File: config.mk
export PLATFORM = sky130hd
export DESIGN_NAME = bpa_front
export DESIGN_NICKNAME = d
export VERILOG_FILES = /design/src/rtl/bitmap_page_allocator_unit_defines.svh /design/src/rtl/bpa_pkg.sv /design/src/rtl/bpa_front.sv
export SDC_FILE = /design/constraint.sdc
export NUM_CORES = 1
export LEC_CHECK = 0
export ABC_AREA = 1
export BUFFER_PORTS_ARGS = -buffer_cell sky130_fd_sc_hd__buf_4
export CAP_MARGIN = 20
export CORE_AREA = 5 5 89 99
export DETAILED_ROUTE_END_ITERATION = 16
export DIE_AREA = 0 0 94 104
export PLACE_DENSITY_LB_ADDON = 0.12
export SYNTH_ARGS = -nofsm -noshare
export SYNTH_HDL_FRONTEND = slang
export SYNTH_SLANG_ARGS = --single-unit
File: constraint.sdc
create_clock -name vclk -period 3.1
set_input_delay 0.62 -clock vclk [all_inputs]
set_output_delay 0.62 -clock vclk [all_outputs]
set_load 0.01 [all_outputs]
File: src/rtl/bitmap_page_allocator_unit_defines.svh
// Assertion macros shared by the bitmap page allocator RTL.
// Included by the modules that carry concurrent assertions.
`ifndef BITMAP_PAGE_ALLOCATOR_UNIT_DEFINES_SVH
`define BITMAP_PAGE_ALLOCATOR_UNIT_DEFINES_SVH

// The consequent must hold whenever the antecedent holds, outside reset.
`define BPA_ASSERT_IMP(name, clk, rst_n, ante, cons, msg) \
    name: assert property (@(posedge clk) disable iff (!rst_n) (ante) |-> (cons)) \
        else $error(msg);

// The condition must hold at every clock edge outside reset.
`define BPA_ASSERT_ALWAYS(name, clk, rst_n, cond, msg) \
    name: assert property (@(posedge clk) disable iff (!rst_n) (cond)) \
        else $error(msg);

`endif

File: src/rtl/bpa_pkg.sv
// Package of the bitmap page allocator: widths, opcodes, status codes and
// the request, response, command and configuration types. No dependencies.
`default_nettype none

package bpa_pkg;

    localparam int unsigned MAX_PAGES_DEF     = 1048576;
    localparam int unsigned MAP_WORD_BITS_DEF = 32;
    localparam int unsigned PAGE_BYTES        = 4096;
    localparam int unsigned PAGE_SHIFT        = $clog2(PAGE_BYTES);
    localparam int unsigned ADDR_W            = 32;
    localparam int unsigned PAGE_W            = ADDR_W - PAGE_SHIFT;
    localparam int unsigned CNT_W             = 21;
    localparam int unsigned OP_W              = 3;
    localparam int unsigned ST_W              = 3;
    localparam int unsigned CFG_IDX_W         = 3;
    localparam int unsigned QUEUE_DEPTH       = 2;
    localparam int unsigned LOW_MB_BYTES      = 1024 * 1024;

    // Opcodes.
    localparam logic [OP_W-1:0] OP_ALLOC      = 3'd0;
    localparam logic [OP_W-1:0] OP_FREE       = 3'd1;
    localparam logic [OP_W-1:0] OP_QUERY      = 3'd2;
    localparam logic [OP_W-1:0] OP_MARK_ALLOC = 3'd3;
    localparam logic [OP_W-1:0] OP_MARK_FREE  = 3'd4;

    // Status codes.
    localparam logic [ST_W-1:0] ST_OK         = 3'd0;
    localparam logic [ST_W-1:0] ST_MISALIGNED = 3'd1;
    localparam logic [ST_W-1:0] ST_RESERVED   = 3'd2;
    localparam logic [ST_W-1:0] ST_RANGE      = 3'd3;
    localparam logic [ST_W-1:0] ST_NONE       = 3'd4;
    localparam logic [ST_W-1:0] ST_ALREADY    = 3'd5;

    // Configuration register indexes.
    localparam logic [CFG_IDX_W-1:0] CFG_TOTAL_PAGES  = 3'd0;
    localparam logic [CFG_IDX_W-1:0] CFG_KERNEL_FIRST = 3'd1;
    localparam logic [CFG_IDX_W-1:0] CFG_KERNEL_END   = 3'd2;
    localparam logic [CFG_IDX_W-1:0] CFG_MAP_FIRST    = 3'd3;
    localparam logic [CFG_IDX_W-1:0] CFG_MAP_END      = 3'd4;

    typedef struct packed {
        logic [OP_W-1:0]   opcode;
        logic [ADDR_W-1:0] address;
    } t_req;

    typedef struct packed {
        logic [ST_W-1:0]   status;
        logic [ADDR_W-1:0] page_address;
        logic              is_free;
        logic [CNT_W-1:0]  free_pages;
    } t_resp;

    // What the back end has to do with a classified request.
    typedef enum logic [2:0] {
        K_REPLY,
        K_ALLOC,
        K_FREE,
        K_QUERY,
        K_MARK_ALLOC,
        K_MARK_FREE
    } t_kind;

    typedef struct packed {
        t_kind             kind;
        logic [ST_W-1:0]   status;
        logic [PAGE_W-1:0] page;
    } t_cmd;

    typedef struct packed {
        logic [CNT_W-1:0] total_pages;
        logic [CNT_W-1:0] kernel_first_page;
        logic [CNT_W-1:0] kernel_end_page;
        logic [CNT_W-1:0] map_first_page;
        logic [CNT_W-1:0] map_end_page;
    } t_cfg;

    // Number of reachable pages: total_pages clipped to the map size.
    function automatic logic [CNT_W-1:0] page_limit(input logic [CNT_W-1:0] total,
                                                    input logic [CNT_W-1:0] max_pages);
        return (total > max_pages) ? max_pages : total;
    endfunction

endpackage

`default_nettype wire

File: src/rtl/bpa_front.sv
// Front end of the page allocator: accepts requests and classifies them into
// back-end commands, settling every address check. Depends on bpa_pkg.
`default_nettype none

module bpa_front #(
    parameter int unsigned MAX_PAGES = bpa_pkg::MAX_PAGES_DEF
) (
    input  wire logic          i_in_valid,
    output logic               o_in_ready,
    input  wire bpa_pkg::t_req i_in_req,
    input  wire bpa_pkg::t_cfg i_cfg,
    input  wire logic          i_clearing,
    input  wire logic          i_q_full,
    output logic               o_push,
    output bpa_pkg::t_cmd      o_cmd
);

    import bpa_pkg::*;

    localparam logic [CNT_W-1:0] MaxPagesC = CNT_W'(MAX_PAGES);

    logic              aligned;
    logic [PAGE_W-1:0] page;
    logic [CNT_W-1:0]  page_ext;
    logic [CNT_W-1:0]  limit;
    logic              low_mb;
    logic              in_kernel;
    logic              in_map;
    logic              out_range;

    assign o_in_ready = !i_clearing && !i_q_full;
    assign o_push     = i_in_valid && o_in_ready;

    always_comb begin
        aligned   = (i_in_req.address[PAGE_SHIFT-1:0] == '0);
        page      = i_in_req.address[ADDR_W-1:PAGE_SHIFT];
        page_ext  = CNT_W'(page);
        limit     = page_limit(i_cfg.total_pages, MaxPagesC);
        low_mb    = (i_in_req.address < ADDR_W'(LOW_MB_BYTES));
        in_kernel = (page_ext >= i_cfg.kernel_first_page) &&
                    (page_ext < i_cfg.kernel_end_page);
        in_map    = (page_ext >= i_cfg.map_first_page) && (page_ext < i_cfg.map_end_page);
        out_range = (page_ext >= limit);

        o_cmd.kind   = K_REPLY;
        o_cmd.status = ST_OK;
        o_cmd.page   = page;

        case (i_in_req.opcode)
            OP_ALLOC: begin
                o_cmd.kind = K_ALLOC;
            end
            OP_FREE: begin
                if (!aligned) begin
                    o_cmd.status = ST_MISALIGNED;
                end else if (low_mb || in_kernel || in_map) begin
                    o_cmd.status = ST_RESERVED;
                end else if (out_range) begin
                    o_cmd.status = ST_RANGE;
                end else begin
                    o_cmd.kind = K_FREE;
                end
            end
            OP_QUERY, OP_MARK_ALLOC, OP_MARK_FREE: begin
                if (!aligned) begin
                    o_cmd.status = ST_MISALIGNED;
                end else if (out_range) begin
                    o_cmd.status = ST_RANGE;
                end else if (i_in_req.opcode == OP_QUERY) begin
                    o_cmd.kind = K_QUERY;
                end else if (i_in_req.opcode == OP_MARK_ALLOC) begin
                    o_cmd.kind = K_MARK_ALLOC;
                end else begin
                    o_cmd.kind = K_MARK_FREE;
                end
            end
            default: begin
                // Unknown opcodes answer ok and touch nothing.
            end
        endcase
    end

endmodule

`default_nettype wire

# After elaboration in Yosys (flattened, before gate mapping)
# Index checks and enable logic that the tools add are counted.
[word_totals]
register_bits = 0
inputBits = 143
out_inout_bits = 28
elab_cells = 36
[classes]
magnitude_cmp = 7
n_eq_ne = 4
muxes = 14
reduce_logical = 11
[op_table]
columns = ["operator", "n"]
rows = [
  ["$ge 20x21->1", 3],
  ["$lt 20x21->1", 2],
  ["$lt 32x21->1 const B", 1],
  ["$gt 21x21->1 const B", 1],
  ["$mux 21", 1],
  ["$mux 2", 7],
  ["$logic_not 12->1", 1],
  ["$mux 3", 3],
  ["$pmux 3 s3", 1],
  ["$eq 3x2->1 const B", 2],
  ["$pmux 3 s2", 1],
  ["$logic_and 1x1->1", 4],
  ["$eq 3x1->1 const B", 1],
  ["$eq 3x3->1 const B", 1],
  ["$logic_not 3->1", 1],
  ["$reduce_or 3->1", 1],
  ["$logic_not 1->1", 2],
  ["$logic_or 1x1->1", 2],
  ["$mux 1", 1],
]

# Logic depth before layout (Yosys ltp)
# Gate-level depths: netlist of run 1.
[logic_depth]
word_depth = 7
mapped_depth = 19
ltp_nobuf = 18

# Worst setup path after synthesis of run 1
# No wires, ideal clock.
[synth_timing]
path_type = "input to output"
startpoint = "in i_cfg[98] (netlist name)"
endpoint = "out o_cmd[20] (netlist name)"
arrival_ns = 2.570
required_time_ns = 2.480
path_slack_ns = -0.090
cell_stages = 17
n_path_buf = 1
cell_sequence = "nor4_1 -> nand3_1 -> nand3b_1 -> nand2_4 -> buf_6 -> nand2_1 -> ha_1 -> nand2_1 -> nor2_1 -> nand2_1 -> nor2_2 -> o21ai_2 -> nand4_2 -> nand4_1 -> nand2_1 -> nand2_1 -> nand2_1"
[synth_rtl]
columns = ["element", "line", "rtl"]
rows = [
  ["start, declared", "bpa_front.sv:11", "input wire bpa_pkg::t_cfg i_cfg,"],
  ["end, declared", "bpa_front.sv:15", "output bpa_pkg::t_cmd o_cmd"],
]

==> results of run 1 <==
logic make-up (layout without fill, tap and decap cells):
family	Yosys count	in the layout	share of synthesized area, %
AOI/OAI and AO/OA	49	49	8.44
adders and majority gates	98	98	37.1
buffers and inverters	149	311	19.5
other	1	1	0.113
and+or+nand+nor	274	275	34.8
metrics by stage:
| step | setup TNS [ps] | area, µm² | hold slack, ps | std cells |
|---|---|---|---|---|
| floorplan | -231 | 3490 | 1280 | 571 |
| global placement | -2260 | 4840 | 1430 | 841 |
| detailed placement | -2620 | 4840 | 1430 | 841 |
| CTS | -2370 | 4950 | 1430 | 842 |
| global route | -3470 | 5040 | 1440 | 842 |
| finish | -2420 | 5040 | 1430 | 842 |
routing by layer:
layer / up-vias / GRT usage (%) / share of wire [%]
met2: 133 / 38.2 / 50
li1: 2115 / - / -
met1: 1701 / 26.2 / 42
met3: 11 / 1.16 / 7.0
met5: - / 0 / 0
met4: 0 / 1.55 / 1.1
critical path, stage by stage:
cell and delay (ps):
buf_4 130, nor4_4 260, nand3_1 90, nand3b_1 300, nand2_4 220, buf_12 140
nand2_4 50, ha_4 290, nand2_2 60, nor2_2 100, nand2_1 60, nor2_1 100
nand2_1 90, nand4_4 130, nand4_1 90, nand2_1 70, nand2_1 60, nand2_2 70
buf_6 90
layout by cell type, fill, tap and decap left out, drive strengths merged, types with 2 or more instances in the layout:
| cell | n |
|---|---|
| ha | 98 |
| nor2 | 47 |
| nor3 | 4 |
| nand3 | 22 |
| nor4 | 11 |
| nand4 | 10 |
| nand2 | 179 |
| a21o | 3 |
| a21oi | 37 |
| o21ai | 6 |
| buf | 184 |
| inv | 127 |
| o21a | 2 |
cell type report:
cell class / instances / area share, %
multi-input combinational: 423 / 59.6
inverter: 127 / 9.45
tap: 108 / 2.68
timing repair buffer: 184 / 28.2
repair_timing:
action / CTS / global route
pin swaps: 22 / 11
endpoints found under the setup margin: 5 / 5
hold buffers: 0 / 0
cloned: 1 / 0
gates resized for setup: 17 / 22
path summary, 6_finish.rpt:
check                 cells after the start         to
worst max-delay path                     19  o_cmd[20]
worst min-delay path                      2   o_cmd[0]
power breakdown:
part	total (mW)	internal (mW)	leakage, nW	switching [mW]
clock network	0	0	0	0
registers	0	0	0	0
logic	0.651	0.329	3.00	0.322
total	0.651	0.329	3.00	0.322
==> reports/metrics.yaml, run 1 <==
routing:
  wl_mm: 10.4
  viasPerCell: 4.70
  drc: 0
  ant_nets: 0
  drt_iter0_drc: 93
  vias: 3960
  drtPass1Iterations: 4
  wl_per_cell_um: 12.3
worst_setup_path:
  crit_type: "primary input to primary output"
  start_kind: "primary input"
  crit_required_ps: 2480
  worst-path-max-fanout: 8
  startpoint: "i_cfg[102]"
  cp-end-kind: "primary output"
  worstPathArrival_ps: 3000
placed_design:
  pre_cts_ws_ps: -570
  gp_congestion: 0.839
  io_buffers: 170
  dp_hpwl_mm: 9.18
final_layout:
  multiInputGateArea_um2: 3010
  final_util_pct: 65.1
  nets: 977
  layout-drive-gt1-share_pct: 32.7
  diodes: 0
  area_growth_pct: 52.6
  fillers: 738
  clock_buffer_count: 0
  seq_cell_count: 0
  ff_latch_area_um2: 0
synth:
  synth_commonest_cells: "nand2_1, inv_1, ha_1"
  yosysMostFrequentCell: "nand2_1"
  syn_area_per_cell_um2: 5.79
  syn_inst: 571
  netlist_area_um2: 3300
  ys_types: 25
  syn_nets: 812
  synth_warnings: 0
  yosysTopAreaCell: "ha_1"
  ys_seq_area_share_pct: 0
  synth_top_cell_area_share_pct: 37.1
  synth_area_leaders: "ha_1, nand2_1, inv_1, a21oi_1, nor2_1"
global_route:
  grt_max_degree: 9
  grt_pass1_wl_mm: 16.9
  overflow: 0
  grt_util_all_layers_pct: 20.4
  antenna_found_initial: 0
  grt_pass1_vias: 3922
outcome:
  violations: "setup timing"
  status: "finished, violations left"
die:
  fp.dieH_um: 104
  die_x_um: 94
  ioPinCount: 171
  dieArea_um2: 9780
  start_util_pct: 42.7
  core_area_um2: 7740
  rows: 34
flow_run:
  cap_violations: 0
timing:
  rsz0062_at_grt: "true"
  slew_viol_final: 0
  final.min_clock_period_ps: 3620
  finalCritPeriodShare_pct: 117
  setup_violations: 5
  hold_viol_final: 0
  fmax_mhz: 276
  worst_slack_ps: -518
pwr:
  power_mw: 0.651
  max-vdd-ir-drop_uv: 61.8
  power.density_nw_per_um2: 129
  leakage_nw: 3.00
hold_path:
  min_from: "i_in_req[12]"
  holdCritPathClass: "primary input to primary output"
clocking:
  post_cts_buffers: 0
Power figures use the tool's default switching activity.
==> run 2, diff against run 1 <==
- CORE_AREA: 5 5 89 99 -> 5 5 84 94
- DIE_AREA: 0 0 94 104 -> 0 0 89 99
- clock period: 3.1 -> 4.55 ns (I/O delays scaled with it)
==> run 2 against run 1 <==
Against the previous run:
- the run now ends clean
- first-iteration DRC count increased by 26%
- utilization grew 0.85 points
- largest cell class unchanged
- clock-buffer cell count is the same
- worst hold slack gained 580 ps
==> reports/metrics.yaml, run 2 (synthesis gave the netlist of run 1 again) <==
clocking:
  post_cts_buffers: 0  # unchanged
  cts_resized: 0  # was 17
  postCtsHoldBufs: 0  # unchanged
placed_design:
  gp_congestion: 0.856  # was 0.839
  pre_cts_ws_ps: 276  # was -570 ps
  io_buffers: 170  # unchanged
  dp_hpwl_mm: 8.75  # was 9.18 mm
  place_inst: 804  # was 841
global_route:
  antenna_found_initial: 0  # unchanged
  grt_util_all_layers_pct: 21.2  # was 20.4%
  grt_pass1_wl_mm: 15.6  # was 16.9 mm
  grt_max_degree: 20  # was 9
  grt_pass1_vias: 3696  # was 3922
  overflow: 0  # unchanged
routing:
  drt_iter0_drc: 117  # was 93
  wl_mm: 9.67  # was 10.4 mm
  drc: 0  # unchanged
  wl_per_cell_um: 12.0  # was 12.3 µm
  vias: 3811  # was 3960
  drtPass1Iterations: 4  # unchanged
  viasPerCell: 4.74  # was 4.70
  ant_nets: 0  # unchanged
timing:
  worst_slack_ps: 250  # was -518 ps
  hold_viol_final: 0  # unchanged
  fmax_mhz: 233
  setup_violations: 0  # was 5
  fin_tns_setup_ps: 0  # was -2420 ps
  finalCritPeriodShare_pct: 94.5
  slew_viol_final: 0  # unchanged
  final.min_clock_period_ps: 4300
  rsz0062_at_grt: "false"  # was true
final_layout:
  clock_buffer_count: 0  # unchanged
  layout-drive-gt1-share_pct: 25.6  # was 32.7%
  seq_cell_count: 0  # unchanged
  nets: 962  # was 977
  fin_cells: 804  # was 842
  diodes: 0  # unchanged
  final_util_pct: 66.0  # was 65.1%
  area_growth_pct: 36.7  # was 52.6%
  final_common_cell: "nand2_1"  # was buf_4
  final_cell_mix: "nand2_1, buf_4, inv_1"  # was buf_4, nand2_1, inv_1
  ff_latch_area_um2: 0  # unchanged
worst_setup_path:
  crit_buf_inv: 3  # unchanged
  path_cells: "buf_4 > nor4_1 > nand3_1 > nand3b_1 > nand2_4 > nand2_1 > ha_1 > nand2_1 > inv_1 > nand2_1 > nand2_1 > a21oi_2 > nand4_2 > nor2_2 > nand2_2 > o21ai_2 > buf_4"  # was buf_4 > nor4_4 > nand3_1 > nand3b_1 > nand2_4 > buf_12 > nand2_4 > ha_4 > nand2_2 > nor2_2 > nand2_1 > nor2_1 > nand2_1 > nand4_4 > nand4_1 > nand2_1 > nand2_1 > nand2_2 > buf_6
  crit_required_ps: 3640  # was 2480 ps
  crit_type: "primary input to primary output"  # unchanged
  worstPathArrival_ps: 3390  # was 3000 ps
  worst_path_most_repeated_cell: "nand2_1"  # unchanged
  start_kind: "primary input"  # unchanged
  critPathMaxStageDelay_ps: 370  # was 300 ps
  worst-path-max-fanout: 19  # was 8
  crit_family: "simple AND/OR/NAND/NOR gates"  # unchanged
  cp-end-kind: "primary output"  # unchanged
  cp_slowest_cell: "nor4_1"  # was nand3b_1
outcome:
  status: "finished clean"  # was finished, violations left
pwr:
  leakage_nw: 2.86  # was 3.00 nW
  power.density_nw_per_um2: 84.8  # was 129 nW/µm²
  max-vdd-ir-drop_uv: 44.9  # was 61.8 µV
hold_path:
  holdCritPathClass: "primary input to primary output"  # unchanged
  hold_end: "o_cmd[0]"  # unchanged
  holdPathStages: 2  # unchanged
  min_from: "i_in_req[12]"  # unchanged
die:
  die_x_um: 89  # was 94 µm
  dieArea_um2: 8810  # was 9780 µm²
  core_area_um2: 6850  # was 7740 µm²
  rows: 32  # was 34
  ioPinCount: 171  # unchanged
  start_util_pct: 48.3  # was 42.7%
  fp.dieH_um: 99  # was 104 µm
flow_run:
  cap_violations: 0  # unchanged
[run 2: layer usage]
layer,share of wire (%),global-route usage [%],vias to the layer above
met5,0,0,-
met4,0.73,1.95,0
met3,8.0,2.51,4
met2,49,39.4,109
met1,42,26.5,1610
li1,-,-,2088
[run 2: worst max-delay path by stage]
stage / from / to / slack [ps] / cells after the start
floorplan: i_cfg[98] / o_cmd[20] / 780 / 17
global placement: i_cfg[98] / o_cmd[20] / 360 / 18
detailed placement: i_cfg[98] / o_cmd[23] / 280 / 17
CTS: i_cfg[98] / o_cmd[23] / 260 / 17
global route: i_cfg[98] / o_cmd[20] / 50 / 17
finish: i_cfg[98] / o_cmd[23] / 250 / 17
[run 2: layout make-up]
class	instances	area, µm²
Timing Repair Buffer	170	1280
Tap cell	85	106
Multi-Input combinational cell	422	2660
Fill cell	653	2330
Inverter	127	477
[run 2: where the power goes]
group	internal [mW]	total, mW	leakage (nW)	switching (mW)
clock network	0	0	0	0
logic	0.191	0.383	2.86	0.192
registers	0	0	0	0
[run 2: through the flow]
step           hold WS (ps)  cell area [µm²]  power (mW)
2_1_floorplan          1860             3300       0.215
3_3_place_gp           2010             4520       0.372
3_5_place_dp           2010             4520       0.384
4_1_cts                2010             4520       0.386
5_1_grt                2020             4520       0.442
6_report               2010             4520       0.383
