## config.mk

```make
export PLATFORM = sky130hd
export DESIGN_NAME = bpa_queue
export DESIGN_NICKNAME = d
export VERILOG_FILES = /design/src/rtl/bitmap_page_allocator_unit_defines.svh /design/src/rtl/bpa_pkg.sv /design/src/rtl/bpa_queue.sv
export SDC_FILE = /design/constraint.sdc
export NUM_CORES = 1
export LEC_CHECK = 0
export BUFFER_PORTS_ARGS = -buffer_cell sky130_fd_sc_hd__buf_2
export CAP_MARGIN = 0
export CORE_MARGIN = 4
export CORE_UTILIZATION = 46
export DETAILED_ROUTE_END_ITERATION = 8
export HOLD_SLACK_MARGIN = 0.06
export PLACE_DENSITY = 0.74
export SLEW_MARGIN = 10
export SYNTH_ARGS = -nofsm -noshare
export SYNTH_HDL_FRONTEND = slang
export SYNTH_SLANG_ARGS = --single-unit
```

## constraint.sdc

```tcl
create_clock -name i_clk -period 2.1 [get_ports i_clk]
set_clock_uncertainty 0.2 [all_clocks]
set_input_delay 0.315 -clock i_clk [delete_from_list [all_inputs] [get_ports i_clk]]
set_output_delay 0.315 -clock i_clk [all_outputs]
set_load 0.05 [all_outputs]
```

## src/rtl/bitmap_page_allocator_unit_defines.svh

```systemverilog
// Assertion macros shared by the bitmap page allocator RTL.
// Included by the modules that carry concurrent assertions.
`ifndef BITMAP_PAGE_ALLOCATOR_UNIT_DEFINES_SVH
`define BITMAP_PAGE_ALLOCATOR_UNIT_DEFINES_SVH

// The consequent must hold whenever the antecedent holds, outside reset.
`define BPA_ASSERT_IMP(name, clk, rst_n, ante, cons, msg) \
    name: assert property (@(posedge clk) disable iff (!rst_n) (ante) |-> (cons)) \
        else $error(msg);

// The condition must hold at every clock edge outside reset.
`define BPA_ASSERT_ALWAYS(name, clk, rst_n, cond, msg) \
    name: assert property (@(posedge clk) disable iff (!rst_n) (cond)) \
        else $error(msg);

`endif

```

## src/rtl/bpa_pkg.sv

```systemverilog
// Package of the bitmap page allocator: widths, opcodes, status codes and
// the request, response, command and configuration types. No dependencies.
`default_nettype none

package bpa_pkg;

    localparam int unsigned MAX_PAGES_DEF     = 1048576;
    localparam int unsigned MAP_WORD_BITS_DEF = 32;
    localparam int unsigned PAGE_BYTES        = 4096;
    localparam int unsigned PAGE_SHIFT        = $clog2(PAGE_BYTES);
    localparam int unsigned ADDR_W            = 32;
    localparam int unsigned PAGE_W            = ADDR_W - PAGE_SHIFT;
    localparam int unsigned CNT_W             = 21;
    localparam int unsigned OP_W              = 3;
    localparam int unsigned ST_W              = 3;
    localparam int unsigned CFG_IDX_W         = 3;
    localparam int unsigned QUEUE_DEPTH       = 2;
    localparam int unsigned LOW_MB_BYTES      = 1024 * 1024;

    // Opcodes.
    localparam logic [OP_W-1:0] OP_ALLOC      = 3'd0;
    localparam logic [OP_W-1:0] OP_FREE       = 3'd1;
    localparam logic [OP_W-1:0] OP_QUERY      = 3'd2;
    localparam logic [OP_W-1:0] OP_MARK_ALLOC = 3'd3;
    localparam logic [OP_W-1:0] OP_MARK_FREE  = 3'd4;

    // Status codes.
    localparam logic [ST_W-1:0] ST_OK         = 3'd0;
    localparam logic [ST_W-1:0] ST_MISALIGNED = 3'd1;
    localparam logic [ST_W-1:0] ST_RESERVED   = 3'd2;
    localparam logic [ST_W-1:0] ST_RANGE      = 3'd3;
    localparam logic [ST_W-1:0] ST_NONE       = 3'd4;
    localparam logic [ST_W-1:0] ST_ALREADY    = 3'd5;

    // Configuration register indexes.
    localparam logic [CFG_IDX_W-1:0] CFG_TOTAL_PAGES  = 3'd0;
    localparam logic [CFG_IDX_W-1:0] CFG_KERNEL_FIRST = 3'd1;
    localparam logic [CFG_IDX_W-1:0] CFG_KERNEL_END   = 3'd2;
    localparam logic [CFG_IDX_W-1:0] CFG_MAP_FIRST    = 3'd3;
    localparam logic [CFG_IDX_W-1:0] CFG_MAP_END      = 3'd4;

    typedef struct packed {
        logic [OP_W-1:0]   opcode;
        logic [ADDR_W-1:0] address;
    } t_req;

    typedef struct packed {
        logic [ST_W-1:0]   status;
        logic [ADDR_W-1:0] page_address;
        logic              is_free;
        logic [CNT_W-1:0]  free_pages;
    } t_resp;

    // What the back end has to do with a classified request.
    typedef enum logic [2:0] {
        K_REPLY,
        K_ALLOC,
        K_FREE,
        K_QUERY,
        K_MARK_ALLOC,
        K_MARK_FREE
    } t_kind;

    typedef struct packed {
        t_kind             kind;
        logic [ST_W-1:0]   status;
        logic [PAGE_W-1:0] page;
    } t_cmd;

    typedef struct packed {
        logic [CNT_W-1:0] total_pages;
        logic [CNT_W-1:0] kernel_first_page;
        logic [CNT_W-1:0] kernel_end_page;
        logic [CNT_W-1:0] map_first_page;
        logic [CNT_W-1:0] map_end_page;
    } t_cfg;

    // Number of reachable pages: total_pages clipped to the map size.
    function automatic logic [CNT_W-1:0] page_limit(input logic [CNT_W-1:0] total,
                                                    input logic [CNT_W-1:0] max_pages);
        return (total > max_pages) ? max_pages : total;
    endfunction

endpackage

`default_nettype wire

```

## src/rtl/bpa_queue.sv

```systemverilog
// Small command FIFO between the allocator front end and back end.
// Depends on bpa_pkg.
`default_nettype none

module bpa_queue #(
    parameter int unsigned DEPTH = bpa_pkg::QUEUE_DEPTH
) (
    input  wire logic          i_clk,
    input  wire logic          i_rst_n,
    input  wire logic          i_push,
    input  wire bpa_pkg::t_cmd i_cmd,
    output logic               o_full,
    output logic               o_valid,
    output bpa_pkg::t_cmd      o_cmd,
    input  wire logic          i_pop
);

    import bpa_pkg::*;

    localparam int unsigned PtrW = (DEPTH > 1) ? $clog2(DEPTH) : 1;
    localparam int unsigned CntW = $clog2(DEPTH + 1);

    t_cmd            r_mem [DEPTH];
    logic [PtrW-1:0] r_wr_ptr;
    logic [PtrW-1:0] r_rd_ptr;
    logic [CntW-1:0] r_count;
    logic [PtrW-1:0] n_wr_ptr;
    logic [PtrW-1:0] n_rd_ptr;
    logic [CntW-1:0] n_count;

    always_comb begin
        n_wr_ptr = r_wr_ptr;
        n_rd_ptr = r_rd_ptr;
        n_count  = r_count;
        if (i_push) begin
            n_wr_ptr = (r_wr_ptr == PtrW'(DEPTH - 1)) ? '0 : r_wr_ptr + 1'b1;
        end
        if (i_pop) begin
            n_rd_ptr = (r_rd_ptr == PtrW'(DEPTH - 1)) ? '0 : r_rd_ptr + 1'b1;
        end
        case ({i_push, i_pop})
            2'b10:   n_count = r_count + 1'b1;
            2'b01:   n_count = r_count - 1'b1;
            default: n_count = r_count;
        endcase
    end

    always_ff @(posedge i_clk) begin
        if (!i_rst_n) begin
            r_wr_ptr <= '0;
            r_rd_ptr <= '0;
            r_count  <= '0;
        end else begin
            r_wr_ptr <= n_wr_ptr;
            r_rd_ptr <= n_rd_ptr;
            r_count  <= n_count;
        end
    end

    always_ff @(posedge i_clk) begin
        if (i_push) begin
            r_mem[r_wr_ptr] <= i_cmd;
        end
    end

    assign o_full  = (r_count == CntW'(DEPTH));
    assign o_valid = (r_count != '0);
    assign o_cmd   = r_mem[r_rd_ptr];

endmodule

`default_nettype wire

```

# [After elaboration in Yosys (flattened, before gate mapping)]
# Memories as Yosys holds them, arrays and structs flattened. A register that Yosys moved wholly into a read port is not among the register bits.
# Cells that the tools add are included.
# Widths: inputs -> output; s select.
[op_classes] addsub=4 n_mux=7 n_reduce_logical=2 eq_ne=3
[ops] operator="$mux 1" n=6
[ops] operator="$eq 2x2->1 const B" n=2
[ops] operator="$pmux 2 s2" n=1
[ops] operator="$reduce_bool 2->1" n=2
[ops] operator="$add 1x1->1 const B" n=2
[ops] operator="$add 2x1->2 const B" n=1
[ops] operator="$eq 2x1->1 const B" n=1
[ops] operator="$sub 2x1->2 const B" n=1
[word_totals] ramBits=52 inputBits=30 output_inout_bits=28 wordCells=20 reg_bits=4 memories=1
[memory_table] memory="r_mem" words=2 word_bits=26 read_ports=1 rd_clocked_by_memory_dff=1 wr=1 line="bpa_queue.sv:23" text="t_cmd r_mem [DEPTH];"

# [Longest topological paths before layout]
# Gate-level depths: netlist of the first run.
[depth] depth_word=4 ltp_mapped=5 mapped_depth_nobuf=5

# [Worst setup path before layout of the first run]
# No wires, ideal clock.
[synth_path] path_type="in2reg" start="in i_push" end="mem r_mem[0][0] (netlist bit), enable pin" stages=2 slack_ns=-0.010 arrival_ns=1.499 setup_ns=0.411 n_path_buf=0 required_time_ns=1.489 cell_sequence="inv_1 > nor2_1"
[synth_via] elab_chain_len=2
[synth_rtl] item="start, declared" line="bpa_queue.sv:10" text="input wire logic i_push,"
[synth_rtl] item="$mux 1" line="bpa_queue.sv:61" text="if (i_push) begin"
[synth_rtl] item="$mux 1 (not written as such)" line="bpa_queue.sv:62" text="r_mem[r_wr_ptr] <= i_cmd;"
[synth_rtl] item="end, declared" line="bpa_queue.sv:23"
# Every way passes these cells.

==> summary.md, run 1 <==
| Metric | Value |
|---|---|
| Status | `finished, final reports clean` |
| Initial core utilization | `47.63%` |
| Clk Latency, worst-skew pair | `0.33 ns` |
| Non-Filler Instances | `256` |
| Remaining antenna violation count | `0` |
| Seq/Total Area, Yosys | `79.57%` |
| Final core occ | `66.92%` |
| Mapped Cells | `103` |
| Fmax achieved | `508.7 MHz` |
| Clock root buffer | `clkbuf_8` |
| Reg clk slew, reported paths | `0.06 ns` |
| Power Density | `970.9 mW/mm2` |
| First-pass GRT wire length | `5692 um` |
| Layout cell share with drive strength beyond 1 | `50.98%` |
| Hold path endpoint | `r_wr_ptr$_SDFFE_PN0P_` |
| RSZ-0062 raised after global routing | `no` |
| Cell area after synthesis | `0.002088 mm2` |
| CP Data Arrival Time | `1.45 ns` |
| Worst slew pin tran | `0.3564 ns` |
| DRC viols | `0` |
| Hold Slack | `0.1186 ns` |
| Setup violations, final | `0` |
| Ordered cell list for the critical path | `buf_4 > mux2_2 > buf_2` |
| Placement Cell Area | `0.002456 mm2` |
| Row cnt | `24` |
| Hold Path Stages | `3` |
| Comb pwr share | `17.1%` |
| IO buf count | `57` |
| CTS H-tree depth | `3` |
| Setup TNS | `0 ns` |
| Net Sw Frac | `25.53%` |
| DR vias/cell | `4.648` |
| TritonCTS clock tree | `built` |
| Routability cong. | `0.6761` |
| Die Wd | `75.38 um` |
| Die Y-Extent | `75.38 um` |
| Final slew viol count | `0` |
| R2R Path Start | `r_wr_ptr$_SDFFE_PN0P_` |
| Sequential share of power | `46.6%` |
| NetSw | `0.7273 mW` |
| Max Cap Violations | `0` |
| # fillers | `306` |
| Die Area | `0.005681 mm2` |
| Area contributors post-synth | `edfxtp_1, mux2_2, dfxtp_1, and2_1, xnor2_1` |
| # IOs | `58` |
| Worst r2r dst | `r_mem[1][11]$_DFFE_PP_` |
| Critical path capture point type | `output port` |
| P_leak | `1.147 nW` |
| Final number of hold-violating endpoints | `0` |
| Period utilisation layout | `93.61%` |
| Detailed placer's ending HPWL | `2416 um` |
| Avg Inst Size Synth | `20.27 um2` |
| Area Overhead vs Synth | `40.50%` |
| Slowest cell delay on critical path | `0.36 ns` |
| YS warnings | `0` |
| R2R Setup Slk | `0.74 ns` |
| Worst setup path class | `reg -> out` |
| Antenna diodes | `0` |
| Largest net degree at the start of global routing | `27` |
| Final WL | `3779 um` |
| Minimum clock period | `1.966 ns` |
| Via count | `1190` |
| Drt initial violations | `57` |
| Critical Path RT | `1.58 ns` |
| Dpl cells | `213` |
| Total grt overflow | `0` |
| Reg2Reg Depth | `2` |
| Setup Fix Bufs, Post-CTS | `0` |
| Slowest CP cell | `mux2_2` |
| Clk pwr share | `36.3%` |
| Library cells used by synthesis | `17` |
| Post-cts gate resize count | `0` |
| Relative slew slack | `76.24%` |
| FF+latch count, synth | `57` |
| Crit path max fanout | `14` |
| Vias in the first global route | `1253` |
| Clock sinks | `57` |
| Internal power | `2.122 mW` |
| Crit path max-delay family | `buffers and inverters` |
| Worst vdd ir | `0.4596 mV` |
| Worst Path Buf+Inv | `2` |
| Num CTS Buffers | `9` |
| Synth area leader | `edfxtp_1` |
| Total core area | `0.004384 mm2` |
| CP startpoint kind | `flop` |
| WL/cell | `14.76 um` |
| Min-Delay Startpoint | `i_push` |
| Hold-fix buffers at CTS | `27` |
| HP Class | `in -> reg` |
| Number of antenna violations at the first check in global routing | `0` |
| Syn_nets | `134` |
| Clk buf depth | `2` |
| Synth top area share | `74.78%` |
| Final Net Count | `230` |
| Design area | `0.002934 mm2` |
| Global Route Usage Sum | `14.48%` |
| Drt pass-1 iters | `4` |
-- power groups by stage --
stage	Sequential (mW)	Combinational (mW)	Clock [mW]
6_report	1.33	0.487	1.03
5_1_grt	1.33	0.515	1.11
4_1_cts	1.33	0.492	1.05
3_5_place_dp	1.35	0.452	0
3_3_place_gp	1.35	0.442	0
2_1_floorplan	1.34	0.341	0
-- worst min-delay path: cells and delay by family --
family          cells  cell delay, ns
simple gates        1            0.04
buf+inv             1            0.10
compound gates      1            0.15
-- placed cells by master (no fill, tap or decap), drive strengths merged --
| cell type | count |
|---|---|
| and2 | 4 |
| ha | 1 |
| xor2 | 1 |
| buf | 61 |
| and2b | 1 |
| bufinv | 1 |
| clkinv | 1 |
| xnor2 | 2 |
| edfxtp | 52 |
| mux2 | 26 |
| nor2 | 1 |
| dfxtp | 5 |
| inv | 1 |
| o21a | 1 |
| or3 | 1 |
| o21ai | 1 |
| a21boi | 1 |
| clkbuf | 14 |
| nor2b | 1 |
| or2 | 1 |
| dlygate4sd3 | 27 |
-- registers in the layout (all words and copies together) (netlist names), named ones only --
name,flops
r_wr_ptr,1
r_mem,52
r_rd_ptr,1
r_count,2
-- how the worst max path moves through the flow --
stage | from | endpoint | depth (start not counted)
2_1_floorplan | i_push | r_mem[0][0]$_DFFE_PP_ | 2
3_3_place_gp | flop | o_cmd[14] | 3
3_5_place_dp | flop | o_cmd[21] | 3
4_1_cts | flop | o_cmd[21] | 3
5_1_grt | flop | o_cmd[21] | 3
6_report | flop | o_cmd[21] | 3
-- cell families after synthesis --
family,share of synthesized area (%)
muxes,14.02
AOI/OAI and AO/OA,0.9587
DFF,79.57
buffers and inverters,0.8984
xor gates and xnor gates,1.258
adders and majority gates,0.5991
and+or+nand+nor,2.697
-- metal layers --
metal | GRT usage, % | wire length (um)
met1 | 16.42 | 1571
met2 | 22.91 | 1787
met3 | 4.749 | 311
met4 | 10.49 | 110
met5 | 0 | 0
-- area by class of cell --
class / instances / area (um2) / area share, %
multi-input cells: 42 / 410.4 / 13.99
flip-flops and latches: 57 / 1662 / 56.63
clock inverters: 2 / 35.03 / 1.194
repair buffers: 88 / 585.6 / 19.96
inverters: 1 / 3.754 / 0.1279
well taps: 52 / 65.06 / 2.217
clock buffers: 14 / 172.7 / 5.885
-- through the flow --
| stage | power, mW | worst slack [ns] |
|---|---|---|
| final | 2.849 | 0.1342 |
| after global routing | 2.958 | 0.07265 |
| after CTS | 2.874 | 0.1056 |
| after detailed placement | 1.804 | 0.4715 |
| after global placement | 1.789 | 0.4958 |
| after floorplan | 1.685 | 0.4417 |
-- synthesized netlist by cell type (all sizes together) --
library cell  instances
a21boi                1
and2                  4
and2b                 1
buf                   3
dfxtp                 5
edfxtp               52
ha                    1
inv                   1
mux2                 26
nor2                  1
nor2b                 1
o21a                  1
o21ai                 1
or2                   1
or3                   1
xnor2                 2
xor2                  1
(Power assumes the default switching activity.)
==> run 2, diff against run 1 <==
--- a/config.mk
+++ b/config.mk
@@ -8,10 +8,9 @@
 export BUFFER_PORTS_ARGS = -buffer_cell sky130_fd_sc_hd__buf_2
 export CAP_MARGIN = 0
 export CORE_MARGIN = 4
-export CORE_UTILIZATION = 46
+export CORE_UTILIZATION = 25
 export DETAILED_ROUTE_END_ITERATION = 8
 export HOLD_SLACK_MARGIN = 0.06
-export PLACE_DENSITY = 0.74
 export SLEW_MARGIN = 10
 export SYNTH_ARGS = -nofsm -noshare
 export SYNTH_HDL_FRONTEND = slang
==> run 2 against run 1 <==
Die area rose by 74%; sequential share of layout area shrank 0.62 points; sequential power hardly changed; largest power group unchanged.
==> summary.md, run 2 (same netlist as run 1, synthesis figures left out) <==
| Metric | Value |
|---|---|
| Status | `finished, final reports clean` |
| Worst slew pin tran | `0.3811 ns` |
| Global Route Usage Sum | `9.017%` |
| Max reg flops | `52` |
| Ordered cell list for the critical path | `buf_12 > mux2_2 > buf_2` |
| R2R Setup Slk | `0.63 ns` |
| TritonCTS clock tree | `built` |
| # IOs | `58` |
| Reg clk slew, reported paths | `0.06 ns` |
| Via count | `1213` |
| Total core area | `0.008175 mm2` |
| Die Area | `0.009879 mm2` |
| WL/cell | `12.75 um` |
| Flip-flop and latch area | `0.001662 mm2` |
| Clock root buffer | `clkbuf_8` |
| Slowest cell delay on critical path | `0.38 ns` |
| Critical Path RT | `1.58 ns` |
| Internal power | `1.897 mW` |
| Final Net Count | `231` |
| Worst r2r dst | `r_mem[1][8]$_DFFE_PP_` |
| Commonest non-fill, non-tap cell in the layout | `buf_2` |
| Die Wd | `99.40 um` |
| Layout cell share with drive strength beyond 1 | `50.24%` |
| Power Density | `887.6 mW/mm2` |
| Num CTS Buffers | `9` |
| Reg2Reg Depth | `2` |
| Drt pass-1 iters | `4` |
| Die Y-Extent | `99.40 um` |
| Comb pwr share | `18.8%` |
| First-pass GRT wire length | `6610 um` |
| HP Class | `in -> reg` |
| Commonest non-fill, non-tap cells in the layout | `buf_2, edfxtp_1, dlygate4sd3_1` |
| # fillers | `802` |
| Post-cts gate resize count | `0` |
| Period utilisation layout | `94.39%` |
| Largest regs | `r_mem: 52 flops, r_count: 2 flops` |
| Clk pwr share | `30.9%` |
| Biggest register | `r_mem` |
| Remaining antenna violation count | `0` |
| Total grt overflow | `0` |
| Setup TNS | `0 ns` |
| Critical Path End | `o_cmd[22]` |
| Clock sinks | `57` |
| R2R Path Start | `r_wr_ptr$_SDFFE_PN0P_` |
| Number of antenna violations at the first check in global routing | `0` |
| CP Data Arrival Time | `1.47 ns` |
| Crit path max fanout | `21` |
| Largest net degree at the start of global routing | `28` |
| Drt initial violations | `77` |
| Area Overhead vs Synth | `42.06%` |
| Net Sw Frac | `27.96%` |
| CTS H-tree depth | `3` |
| IO buf count | `57` |
| Sequential share of power | `50.4%` |
| DRC viols | `0` |
| CP startpoint kind | `flop` |
| Max Cap Violations | `0` |
| Worst vdd ir | `0.4020 mV` |
| Vias in the first global route | `1325` |
| Routability cong. | `0.6708` |
| DR vias/cell | `3.913` |
| Slowest CP cell | `dfxtp_1` |
| RSZ-0062 raised after global routing | `no` |
| Detailed placer's ending HPWL | `2535 um` |
| Antenna diodes | `0` |
| P_leak | `1.131 nW` |
| NetSw | `0.7363 mW` |
| Fmax achieved | `504.5 MHz` |
| Final number of hold-violating endpoints | `0` |
| Final WL | `3952 um` |
| Final core occ | `36.29%` |
| Initial core utilization | `25.54%` |
| Relative slew slack | `74.60%` |
| Minimum clock period | `1.982 ns` |
| Area taken by multi-input logic gates | `410.4 um2` |
| Min-Delay Startpoint | `i_push` |
| Critical path capture point type | `output port` |
| Clk buf depth | `2` |
| Clk Latency, worst-skew pair | `0.32 ns` |
| Row cnt | `33` |
| Final slew viol count | `0` |
| Setup violations, final | `0` |
| Worst setup path class | `reg -> out` |
[run 2: stage by stage]
stage	instances	total power [mW]	worst slack, ns	instance area, um2	hold slack (ns)
2_1_floorplan	103	1.685	0.4417	2091	0.2139
3_3_place_gp	267	1.809	0.4564	2542	0.2809
3_5_place_dp	267	1.815	0.4407	2542	0.3009
4_1_cts	310	2.691	0.06592	2967	0.1129
5_1_grt	310	2.767	0.02070	2967	0.1400
6_report	310	2.633	0.1179	2967	0.1449
[run 2: cell type report]
type | instances | area share, %
flip-flops and latches | 57 | 56.01
repair buffers | 89 | 20.41
multi-input cells | 42 | 13.83
clock buffers | 11 | 4.429
well taps | 105 | 4.429
clock inverters | 5 | 0.7592
inverters | 1 | 0.1265
[run 2: power groups by stage]
stage                     Clock (mW)  Sequential [mW]  Combinational (mW)
final                          0.813             1.33               0.494
after global routing           0.905             1.33               0.530
after CTS                      0.859             1.33               0.505
after detailed placement           0             1.35               0.465
after global placement             0             1.35               0.460
after floorplan                    0             1.34               0.341
[run 2: per-layer routing]
| layer | global-route usage [%] | routed length (um) | up-vias |
|---|---|---|---|
| met5 | 0 | 0 | - |
| met1 | 10.97 | 1716 | 573 |
| met4 | 3.466 | 55 | 0 |
| met2 | 13.58 | 1872 | 40 |
| met3 | 4.698 | 306 | 8 |
| li1 | - | - | 592 |
[run 2: worst min path at each step]
stage,slack (ns),cells past startpoint,end
after floorplan,0.21,0,r_mem[0][0]$_DFFE_PP_
after global placement,0.28,2,r_count[1]$_SDFFE_PN0P_
after detailed placement,0.30,2,r_count[1]$_SDFFE_PN0P_
after CTS,0.11,3,r_wr_ptr$_SDFFE_PN0P_
after global routing,0.14,3,r_wr_ptr$_SDFFE_PN0P_
final,0.14,3,r_wr_ptr$_SDFFE_PN0P_
[run 2: worst max-delay path: cells and delay by family (launching register included)]
| kind | cells | cell delay, ns |
|---|---|---|
| buffers and inverters | 2 | 0.39 |
| flip-flops | 1 | 0.38 |
| multiplexers | 1 | 0.35 |
[run 2: timing repair]
item                      CTS  global route
hold endpoints to repair   56             0
hold buffers               27             0
setup buffers               0             0
